## config.mk

```make
export PLATFORM = sky130hd
export DESIGN_NAME = eci_root
export DESIGN_NICKNAME = d
export VERILOG_FILES = /design/src/hdl/easing_curve_interpolator_macros.svh /design/src/hdl/eci_pkg.sv /design/src/hdl/eci_root.sv
export SDC_FILE = /design/constraint.sdc
export NUM_CORES = 1
export LEC_CHECK = 0
export ABC_AREA = 1
export BUFFER_PORTS_ARGS = -buffer_cell sky130_fd_sc_hd__buf_2
export CORE_MARGIN = 4
export CORE_UTILIZATION = 45
export CTS_CLUSTER_DIAMETER = 200
export DETAILED_ROUTE_END_ITERATION = 8
export GPL_TIMING_DRIVEN = 0
export PLACE_DENSITY = 0.58
export SETUP_SLACK_MARGIN = 0.05
export SYNTH_ARGS = -nofsm -noshare
export SYNTH_HDL_FRONTEND = slang
export SYNTH_SLANG_ARGS = --single-unit
```

## constraint.sdc

```tcl
create_clock -name clk -period 32.3 [get_ports clk]
set_clock_uncertainty 0.15 [all_clocks]
set_input_delay 3.23 -clock clk [delete_from_list [all_inputs] [get_ports clk]]
set_output_delay 3.23 -clock clk [all_outputs]
set_load 0.1 [all_outputs]
```

## src/hdl/easing_curve_interpolator_macros.svh

```systemverilog
// ----------------------------------------------------------------------------
// Easing curve interpolator assertion macros
// Concurrent checks clocked on clk and disabled while arst_n is low.
// ----------------------------------------------------------------------------
`ifndef EASING_CURVE_INTERPOLATOR_MACROS_SVH
`define EASING_CURVE_INTERPOLATOR_MACROS_SVH

// same-cycle implication
`define ECI_CHECK_NOW(label, ante, cons) \
	label: assert property (@(posedge clk) disable iff (!arst_n) (ante) |-> (cons)) \
		else $error("eci check failed");

// next-cycle implication
`define ECI_CHECK_NEXT(label, ante, cons) \
	label: assert property (@(posedge clk) disable iff (!arst_n) (ante) |=> (cons)) \
		else $error("eci check failed");

`endif

```

## src/hdl/eci_pkg.sv

```systemverilog
// ----------------------------------------------------------------------------
// Easing curve interpolator package
// Widths, curve codes, quarter-wave sine and 2^x tables, root step.
// ----------------------------------------------------------------------------
`default_nettype none

package eci_pkg;

	localparam int PROGRESS_FRAC_BITS = 15;
	localparam int VALUE_BITS         = 16;
	localparam int SINE_IDX_BITS      = 8;
	localparam int SINE_TABLE_DEPTH   = 1 << SINE_IDX_BITS;
	localparam int SINE_FRAC_BITS     = 16 - SINE_IDX_BITS;
	localparam int EXP_TABLE_BITS     = 8;
	localparam int EXP_TABLE_DEPTH    = 1 << EXP_TABLE_BITS;
	localparam int EXP_FRAC_BITS      = 16 - EXP_TABLE_BITS;

	localparam longint PI_HALF_Q30 = 64'sd1686629713;
	localparam longint LN2_Q30     = 64'sd744261118;
	localparam longint Q30_ONE     = 64'sd1073741824;

	localparam int ONE_Q16     = 65536;
	localparam int BACK_S_Q16  = 111515;
	localparam int BACK_S1_Q16 = 177051;
	// floor(x/3) = (x * DIV3_MUL) >> DIV3_SHIFT for x below 2^23
	localparam int DIV3_MUL   = 5592406;
	localparam int DIV3_SHIFT = 24;

	typedef enum logic [3:0] {
		ACT_LINEAR  = 4'd0,
		ACT_QUAD    = 4'd1,
		ACT_CUBIC   = 4'd2,
		ACT_QUART   = 4'd3,
		ACT_QUINT   = 4'd4,
		ACT_SINE    = 4'd5,
		ACT_CIRC    = 4'd6,
		ACT_EXPO    = 4'd7,
		ACT_ELASTIC = 4'd8,
		ACT_BACK    = 4'd9,
		ACT_BOUNCE  = 4'd10
	} action_t;

	typedef logic [17:0] tab_word_t;
	typedef tab_word_t sine_tab_t [0:SINE_TABLE_DEPTH];
	typedef tab_word_t exp_tab_t [0:EXP_TABLE_DEPTH];

	typedef struct packed {
		logic [32:0] rem;
		logic [16:0] res;
	} root_t;

	// Taylor series of sin, terms divided by (2n)(2n+1) for n = 1..11
	function automatic longint sine_entry(longint i);
		longint x;
		longint term;
		longint sum;
		longint r;
		x = PI_HALF_Q30 * i / SINE_TABLE_DEPTH;
		term = x;
		sum = x;
		term = -(term * x / Q30_ONE) / 6;   sum += term;
		term = -(term * x / Q30_ONE) / 20;  sum += term;
		term = -(term * x / Q30_ONE) / 42;  sum += term;
		term = -(term * x / Q30_ONE) / 72;  sum += term;
		term = -(term * x / Q30_ONE) / 110; sum += term;
		term = -(term * x / Q30_ONE) / 156; sum += term;
		term = -(term * x / Q30_ONE) / 210; sum += term;
		term = -(term * x / Q30_ONE) / 272; sum += term;
		term = -(term * x / Q30_ONE) / 342; sum += term;
		term = -(term * x / Q30_ONE) / 420; sum += term;
		term = -(term * x / Q30_ONE) / 506; sum += term;
		if (sum < 0)
			sum = 0;
		r = (sum + 8192) / 16384;
		return (r > ONE_Q16) ? longint'(ONE_Q16) : r;
	endfunction

	// Taylor series of e^z, terms divided by n for n = 1..12
	function automatic longint exp_entry(longint k);
		longint z;
		longint term;
		longint sum;
		z = (LN2_Q30 * k) >>> EXP_TABLE_BITS;
		term = Q30_ONE;
		sum = Q30_ONE;
		term = term * z / Q30_ONE;      sum += term;
		term = term * z / Q30_ONE / 2;  sum += term;
		term = term * z / Q30_ONE / 3;  sum += term;
		term = term * z / Q30_ONE / 4;  sum += term;
		term = term * z / Q30_ONE / 5;  sum += term;
		term = term * z / Q30_ONE / 6;  sum += term;
		term = term * z / Q30_ONE / 7;  sum += term;
		term = term * z / Q30_ONE / 8;  sum += term;
		term = term * z / Q30_ONE / 9;  sum += term;
		term = term * z / Q30_ONE / 10; sum += term;
		term = term * z / Q30_ONE / 11; sum += term;
		term = term * z / Q30_ONE / 12; sum += term;
		return (sum + 8192) / 16384;
	endfunction

	function automatic sine_tab_t build_sine_tab();
		sine_tab_t tab;
		for (int i = 0; i <= SINE_TABLE_DEPTH; i++)
			tab[i] = tab_word_t'(sine_entry(longint'(i)));
		return tab;
	endfunction

	function automatic exp_tab_t build_exp_tab();
		exp_tab_t tab;
		for (int i = 0; i <= EXP_TABLE_DEPTH; i++)
			tab[i] = tab_word_t'(exp_entry(longint'(i)));
		return tab;
	endfunction

	localparam sine_tab_t SINE_TAB = build_sine_tab();
	localparam exp_tab_t  EXP_TAB  = build_exp_tab();

	// one bit of the restoring root: keep the bit when the remainder covers it
	function automatic root_t root_step(root_t s, int b);
		root_t       o;
		logic [34:0] trial;
		o = s;
		trial = (35'(s.res) << (b + 1)) + (35'(1) << (2 * b));
		if ({2'b00, s.rem} >= trial) begin
			o.rem = s.rem - trial[32:0];
			o.res = s.res | (17'(1) << b);
		end
		return o;
	endfunction

endpackage

`default_nettype wire

```

## src/hdl/eci_root.sv

```systemverilog
// ----------------------------------------------------------------------------
// Easing curve square root
// Seventeen-bit floor root of a 33-bit value over three register stages.
// ----------------------------------------------------------------------------
`default_nettype none

module eci_root (
	input  logic        clk,
	input  logic        adv,
	input  logic [32:0] x,
	output logic [16:0] root
);

	eci_pkg::root_t st3_d;
	eci_pkg::root_t st4_d;
	eci_pkg::root_t st5_d;
	eci_pkg::root_t st_s3;
	eci_pkg::root_t st_s4;
	logic [16:0]    root_s5;

	always_comb begin
		st3_d = '{rem: x, res: 17'd0};
		for (int b = 16; b >= 11; b--)
			st3_d = eci_pkg::root_step(st3_d, b);
	end

	always_comb begin
		st4_d = st_s3;
		for (int b = 10; b >= 5; b--)
			st4_d = eci_pkg::root_step(st4_d, b);
	end

	always_comb begin
		st5_d = st_s4;
		for (int b = 4; b >= 0; b--)
			st5_d = eci_pkg::root_step(st5_d, b);
	end

	always_ff @(posedge clk) begin
		if (adv) begin
			st_s3   <= st3_d;
			st_s4   <= st4_d;
			root_s5 <= st5_d.res;
		end
	end

	assign root = root_s5;

endmodule

`default_nettype wire

```

==> flow_summary.json <==
{
  "synthCells": 2919,
  "routed_via_density": 5.405,
  "hold_class": "reg -> reg",
  "synth_seq_cells": 101,
  "postRouteAntennaNets": 0,
  "pin_count": 52,
  "final_max_slew_viol_count": 0,
  "cts-resized-gates": 0,
  "dp_slack_ps": 17290,
  "clock_latency_ps": 370,
  "wirelength_um": 59040,
  "cts_buffer_depth": 2,
  "num_antenna_cells": 0,
  "clkTransAtPathRegs_ps": 80,
  "required_ps": 32260,
  "start_kind": "register",
  "clock_sinks": 101,
  "yosysMostFrequentCell": "nand2_1",
  "grt_overflow": 0,
  "critPathKind": "reg -> reg",
  "cts_made_buffers": 9,
  "async_flop_share_pct": 0,
  "yosysTopAreaCellShare_pct": 16.80,
  "synth-warning-count": 0,
  "endpoint_kind": "register",
  "r2r_slack_ps": 17060,
  "wire_per_inst_um": 16.81,
  "critPathMaxFanout": 14,
  "status": "finished clean",
  "die_w_um": 208.3,
  "cts_hold_buf": 0,
  "max_stage_delay_ps": 660,
  "r2r_cells": 72,
  "synth_cell_types": 54,
  "cts_root_buf": "clkbuf_16",
  "hpwl_um": 50040,
  "drc": 0,
  "io_buffer_count": 51,
  "die_area_mm2": 0.04338,
  "arrival_ps": 15210,
  "drive_above_1_share_pct": 8.738,
  "crit_slowest_cell": "clkbuf_1",
  "grt_pass1_wl_um": 92260,
  "synth_area_mm2": 0.01805,
  "crit_start": "st_s3[16]",
  "initial_core_util_pct": 45.44,
  "syn_nets": 3131,
  "gp_congestion": 0.9403,
  "synth.largest_area_cell": "edfxtp_1",
  "relSlewSlack_pct": 46.70,
  "seq_area_mm2": 0.003033,
  "grt_pass1_vias": 17510,
  "fin_nets": 3194,
  "dr.pass1.iters": 6,
  "rsz0062_at_grt": "false",
  "crit_end": "st_s4[39]",
  "syn_area_per_cell_um2": 6.184,
  "cts_tree": "done",
  "r2r-end": "st_s4[39]",
  "setup_violations": 0,
  "max_freq_mhz": 65.60,
  "crit_top_cell": "nand2_1",
  "fin_setup_tns_ps": 0,
  "hold_viol_final": 0,
  "die_y_um": 208.3,
  "gr-usage-all-layers_pct": 26.04,
  "period_share_pct": 47.19,
  "worst_slack_ps": 17060,
  "ys_seq_area_share_pct": 16.80,
  "dp_cells": 3496,
  "cts-htree-levels": 3,
  "area_growth_pct": 6.945,
  "rows": 73,
  "final_util_pct": 48.59,
  "vias": 18980,
  "synth_common_cells": "799 x nand2_1, 407 x inv_1, 301 x nor2_1, 215 x nand3_1, 192 x o21ai_0",
  "fill_cells": 4292,
  "multi_input_area_mm2": 0.01316,
  "fin_crit_ps": 15240,
  "fin_cells": 3512,
  "cts_setup_buffers": 0,
  "core_area_mm2": 0.03973,
  "grt_max_degree": 72,
  "antenna_found_initial": 0,
  "cap_violations": 0,
  "initialDrtViolationCount": 1328,
  "synth-edff-count": 101,
  "synthTopCellsByArea": "edfxtp_1 17%, nand2_1 17%, ha_1 12%",
  "rr_startpoint": "st_s3[16]",
  "ys.flop_type": "edfxtp_1",
  "worst_pin_slew_ps": 799.5
}
-- critical path, delay by kind of cell (launching register included) --
family	cells	cell delay (ps)
flops	1	390
fa+ha+maj	6	2120
simple gates	43	6420
compound gates	8	2450
buf+inv	15	3430
-- worst min path at each step --
stage | startpoint | end | cells past startpoint
global placement | st_s3[22] | st_s4[22] | 0
CTS | st_s3[11] | st_s4[11] | 0
detailed placement | st_s3[11] | st_s4[11] | 0
global route | st_s3[11] | st_s4[11] | 0
finish | st_s3[20] | st_s4[20] | 0
floorplan | st_s4[10] | root[10] | 0
-- flip-flops by register name, indices dropped and copies added (netlist names) --
register,cells
st_s4,45
st_s3,39
root,17
-- kinds of logic after synthesis --
group | synth area share [%]
fa+ha+maj | 12.27
compound gates | 12.23
mux | 0.05545
simple gates | 41.84
buf+inv | 10.31
xor+xnor | 6.501
flops | 16.80
-- stage by stage --
step | hold WS, ps | area (um^2)
after global routing | 310.2 | 19310
final | 304.6 | 19310
after floorplan | 276.4 | 18050
after global placement | 281.1 | 18960
after detailed placement | 283.8 | 18990
after CTS | 304.2 | 19310
-- placed cells by master (no fill, tap or decap), types with 14 or more instances in the layout --
cell type / Yosys / layout
ha_1: 177 / 177
or2_2: 16 / 16
nor2_1: 301 / 301
inv_1: 407 / 407
nor3_1: 43 / 43
buf_2: 7 / 57
xor2_1: 70 / 70
nand3_2: 23 / 23
o21ai_0: 192 / 192
nand2_2: 54 / 54
edfxtp_1: 101 / 101
nand2_1: 799 / 799
a21oi_1: 149 / 149
nand4_1: 68 / 68
nor2_2: 19 / 19
nand3_1: 215 / 215
nand3b_1: 35 / 35
xnor2_1: 64 / 64
nor4_1: 14 / 14
inv_2: 17 / 17
-- cell type report --
| cell class | count | share of cell area [%] |
|---|---|---|
| Sequential cell | 101 | 15.71 |
| Timing Repair Buffer | 52 | 1.478 |
| Buffer | 33 | 1.257 |
| Multi-Input combinational cell | 2357 | 68.15 |
| Clock buffer | 9 | 1.167 |
| Inverter | 428 | 8.386 |
| Clock inverter | 7 | 0.4472 |
| Tap cell | 525 | 3.402 |
-- routing by layer --
metal,share of wire [%],global-route usage (%)
met1,46,36.04
met2,46,43.99
met3,4.8,2.051
met4,2.4,6.863
met5,0,0
Power is not shown: default switching activity piles up to over one toggle a cycle in this logic, so the estimate is an artifact.
